**src/design/dq_pkg.sv**
```systemverilog
// ----------------------------------------------------------------------------
// dq_pkg: shared types and constants for the double-ended queue
// Sizes, opcode and status codes, and the controller/datapath handshake structs.
// ----------------------------------------------------------------------------
package dq_pkg;

	localparam int CAPACITY = 1024;
	localparam int PTR_W    = $clog2(CAPACITY);
	localparam int CNT_W    = $clog2(CAPACITY + 1);
	localparam int DATA_W   = 32;

	typedef enum logic [2:0] {
		OP_PUSH_BACK  = 3'd0,
		OP_PUSH_FRONT = 3'd1,
		OP_POP_BACK   = 3'd2,
		OP_POP_FRONT  = 3'd3,
		OP_SIZE       = 3'd4,
		OP_CLEAR      = 3'd5,
		OP_PEEK_BACK  = 3'd6,
		OP_PEEK_FRONT = 3'd7
	} op_t;

	typedef enum logic [1:0] {
		ST_OK    = 2'd0,
		ST_VALUE = 2'd1,
		ST_EMPTY = 2'd2,
		ST_FULL  = 2'd3
	} status_t;

	// controller -> datapath
	typedef struct packed {
		logic accept;      // word taken on the input side this cycle
		logic load_direct; // load output register from the decoded result
		logic load_read;   // load output register from the memory read data
	} dq_cmd_t;

	// datapath -> controller
	typedef struct packed {
		logic needs_read;  // current input word returns a stored element
	} dq_stat_t;

endpackage

```
**src/design/dq_ctrl.sv**
```systemverilog
// ----------------------------------------------------------------------------
// dq_ctrl: controller for the double-ended queue
// Sequences each word through decode and an optional memory read, owns out_valid.
// ----------------------------------------------------------------------------
module dq_ctrl (
	input  logic             clk,
	input  logic             arst_n,
	input  logic             in_valid,
	output logic             in_ready,
	output logic             out_valid,
	input  logic             out_ready,
	input  dq_pkg::dq_stat_t stat,
	output dq_pkg::dq_cmd_t  cmd
);

	typedef enum logic [1:0] {
		S_IDLE = 2'b01,
		S_READ = 2'b10
	} state_t;

	state_t state_q;
	logic   out_valid_q;
	logic   accept;

	assign in_ready = (state_q == S_IDLE) && (!out_valid_q || out_ready);
	assign accept   = in_valid && in_ready;

	always_comb begin
		cmd.accept      = accept;
		cmd.load_direct = accept && !stat.needs_read;
		cmd.load_read   = (state_q == S_READ);
	end

	always_ff @(posedge clk or negedge arst_n) begin
		if (!arst_n) begin
			state_q     <= S_IDLE;
			out_valid_q <= 1'b0;
		end else begin
			case (state_q)
				S_IDLE: begin
					if (accept && stat.needs_read) begin
						state_q <= S_READ;
					end
				end
				S_READ: begin
					state_q <= S_IDLE;
				end
				default: begin
					state_q <= S_IDLE;
				end
			endcase
			if (cmd.load_direct || cmd.load_read) begin
				out_valid_q <= 1'b1;
			end else if (out_ready) begin
				out_valid_q <= 1'b0;
			end
		end
	end

	assign out_valid = out_valid_q;

endmodule

```
**config.mk**
```make
export PLATFORM = sky130hd
export DESIGN_NAME = dq_ctrl
export DESIGN_NICKNAME = d
export VERILOG_FILES = /design/src/design/dq_pkg.sv /design/src/design/dq_ctrl.sv
export SDC_FILE = /design/constraint.sdc
export NUM_CORES = 1
export LEC_CHECK = 0
export BUFFER_PORTS_ARGS = -buffer_cell sky130_fd_sc_hd__buf_4
export CORE_AREA = 3 3 40 42
export DETAILED_ROUTE_END_ITERATION = 12
export DIE_AREA = 0 0 43 45
export HOLD_SLACK_MARGIN = 0.1
export PLACE_DENSITY = 0.3
export SLEW_MARGIN = 20
export SYNTH_ARGS = -nofsm -noshare
export SYNTH_HDL_FRONTEND = slang
export SYNTH_SLANG_ARGS = --single-unit
```
**constraint.sdc**
```tcl
create_clock -name clk -period 0.94 [get_ports clk]
set_input_delay 0.047 -clock clk [delete_from_list [all_inputs] [get_ports clk]]
set_output_delay 0.047 -clock clk [all_outputs]
set_load 0.02 [all_outputs]
```
; Yosys cells after proc, flatten, opt, wreduce, memory -nomap -nowiden
; Index checks and enable logic that the tools add are counted.
[totals]
wordCells = 18
ff_bits = 3
[classes]
reduce_logical = 9
eq_ne = 3
n_mux = 4
[op_table]
columns = cell, n
row1 = logical AND 1 bit, 4
row2 = two-way mux 2 bit, 2
row3 = "== test 2 x 1 -> 1 bit, second input constant", 1
row4 = "== test 2 bit, second input constant", 1
row5 = logical NOT 1 bit, 2
row6 = logical OR 1 bit, 2
row7 = two-way mux 1 bit, 2
row8 = "!= test 2 x 1 -> 1 bit, second input constant", 1
row9 = nonzero test 2 bit, 1

; Logic depth before layout (Yosys ltp)
[depth]
ltp_word = 7
mapped_depth = 3
ltp_nobuf = 2

; Worst setup path after synthesis
; Ideal clock, no wire load.
[synth_path]
kind = register -> output
startpoint = register out_valid_q (netlist: out_valid)
endpoint = output cmd[1] in the netlist's numbering
setup_slack_ps = -516
required_ps = 893
n_path_buf = 0
path_stages_with_launch = 3
arrival_ps = 1409
cell_sequence = dfrtp_1 -> nor2b_1 -> nor4b_1
[synth_lines]
columns = element, line_no
row1 = from (decl), dq_ctrl.sv:22  ; logic out_valid_q;
row2 = from (signal assigned), dq_ctrl.sv:37  ; out_valid_q <= 1'b0;
row3 = from (signal assigned), dq_ctrl.sv:53  ; out_valid_q <= 1'b1;
row4 = from (signal assigned), dq_ctrl.sv:55  ; out_valid_q <= 1'b0;
row5 = to (decl), dq_ctrl.sv:13  ; output dq_pkg::dq_cmd_t cmd

==> run metrics <==
GRT Max-Usage Layer=met2; DR vias/cell=3.58; Final Wtd Congestion=0.668; RR Startpoint=state_q[0]; Post-Route WL=447 um; Post-Syn Instances=15; met1 Use GR=7.26%; outcome=finished with violations; pwr/cell area=1500 nW/um^2; Hold Fails Final Rpt=0; layout overhead on the synthesized area=146%; Setup Slack @ Placement=-0.140 ns; DR WL/cell=8.94 um; number of I/O port buffers=9; internal power=0.417 mW; Crit Reg-Reg Endpoint=state_q[0]; final worst slack=-0.333 ns; switch share=27.5%; Die Ht=45 um; number of diodes=0; synth unique cells=12; share of cells above drive strength 1=71.4%; failing checks=setup timing; initial antenna violation count=0; clk sinks=3; die width=43 um; Worst Setup End Kind=output port; Comb pwr share=34.2%; Syn Std Cell Area=156 um^2; Critical Path RT=0.89 ns; CTS tree=yes; final setup violation count=7; CTS HTree Levels=1; clock share of power=38.9%; slowest stage delay, CP=0.55 ns; worst reg2reg path depth=4; Detail Route Antenna Nets=0; Synth Register Bits=3; cts bufs inserted=3; Total Power=0.575 mW; Fin Hold WS=0.139 ns; Syn Area/Cell=10.4 um^2; # rows=13; post-synthesis sequential area ratio=48.8%; f_max=0.785 GHz; I/O pin count=10; Post-layout nets=41; P_sw=0.158 mW; Remaining Overflow, GRT=0; CP arrival=1.23 ns; DRC viols=0; All-Layer GR Usage=6.17%; Yosys warnings=0; critical-path maximum fanout=4; skew final=0.00240 ns; minimum clock period=1.27 ns; GRT met3 Usage=4.78%; 1st-iter DRT viols=1; worst-skew pair later-pin latency=0.23 ns; worst path cell trace=nand2b_4, nor4b_4, buf_4; Syn Nets=20; initial core utilization=12.2%; first-pass GRT wire length=814 um; Clk pin slew, worst setup/hold paths=0.04 ns; Core Area=1280 um^2; Slew Viols, Final=0; clk buf depth=2; kind of critical path=reg2out; largest net degree at the start of global routing=7; measured slew at the worst slew-check pin=0.224 ns; CTS root buf=clkbuf_4; drt first pass iters=2; setup_tns=-1.95 ns; Final Cycle Share=135%; grt met2 use=7.78%; R2R Setup Slk=-0.33 ns; Max stage delay cell, worst path=dfstp_2; max-cap violations=0; Via Count=179; RSZ-0062 raised after global routing=yes; Slew HR=85.1%; vias in the first global route=174; VDD IR max=0.000564 V; crit start category=register; worst min path class=in2async; Reg power frac=26.9%; full die area=1940 um^2; P_leak=0.181 nW
## flip-flops by register name, summed over array words and instances (netlist names)
register and cells:
state_q 2, out_valid 1
## cell families (layout without fill, tap and decap cells)
kind of cell           Yosys count  count (layout)  share of synthesized area, %
DFF                              3               3                          48.8
buffers and inverters            1              21                          4.80
and+or+nand+nor                 11              11                          46.4
## cells in the final DEF, fill, tap and decap left out, types with 2 or more instances in the layout
cell type,count
buf_4,13
clkbuf_4,3
dlygate4sd3_1,3
nor2b_4,2
or3_1,2
## routing by layer
metal,share of wire (%),vias to the layer above,wire length [um]
met5,0,-,0
met4,0,0,0
met3,11,0,48
met2,43,10,190
met1,47,77,208
li1,-,92,-
## power by group through the flow
stage               registers (mW)  clock network [mW]  logic [mW]
finish                       0.154               0.224       0.197
global route                 0.157               0.240       0.211
CTS                          0.155               0.237       0.188
detailed placement           0.158                   0       0.143
global placement             0.158                   0       0.144
floorplan                    0.164                   0      0.0825
## timing repair
item                       4_1_cts  5_1_grt
setup buffers                    3        1
gates resized for setup          3        1
gates cloned                     0        0
hold endpoints to repair         4        0
hold buffers                     3        0
pin swaps                        2        1
setup endpoints to repair        6        7
## worst max-delay path, delay by kind of cell (launching register included)
family	cells	cell delay, ns
flops	1	0.55
buf+inv	1	0.17
simple gates	2	0.28
## synth_stat cells
master,n,share of area [%]
nand2_1,1,2.4
and4bb_1,1,8.0
dfstp_2,1,17
nand2b_1,1,4.0
nor2b_1,2,8.0
or3_1,2,8.0
nor3_1,1,3.2
buf_4,1,4.8
nor2_1,1,2.4
nor3b_1,1,4.8
nor4b_1,1,5.6
dfrtp_1,2,32
## final cells by class
type	count	area (um^2)
fillers	144	901
well taps	15	18.8
clock buffers	4	26.3
repair buffers	17	139
flip-flops and latches	3	77.6
multi-input cells	11	123
## through the flow
stage               area (um^2)  cells  util, %
floorplan                   195     15        -
global placement            282     39     21.9
detailed placement          282     39     21.9
CTS                         372     49     28.9
global route                384     50     29.9
finish                      384     50     29.9
## worst max path at each step
stage	end	startpoint	depth (start not counted)	slack [ns]
after detailed placement	cmd[1]	state_q[0]	3	-0.14
final	cmd[1]	state_q[0]	3	-0.33
after global placement	cmd[1]	state_q[0]	3	-0.14
after global routing	cmd[1]	state_q[0]	3	-0.38
after CTS	cmd[1]	state_q[0]	3	-0.35
after floorplan	out_valid	out_valid	2	-0.13
Note: power is estimated with default switching activity, not from simulation.
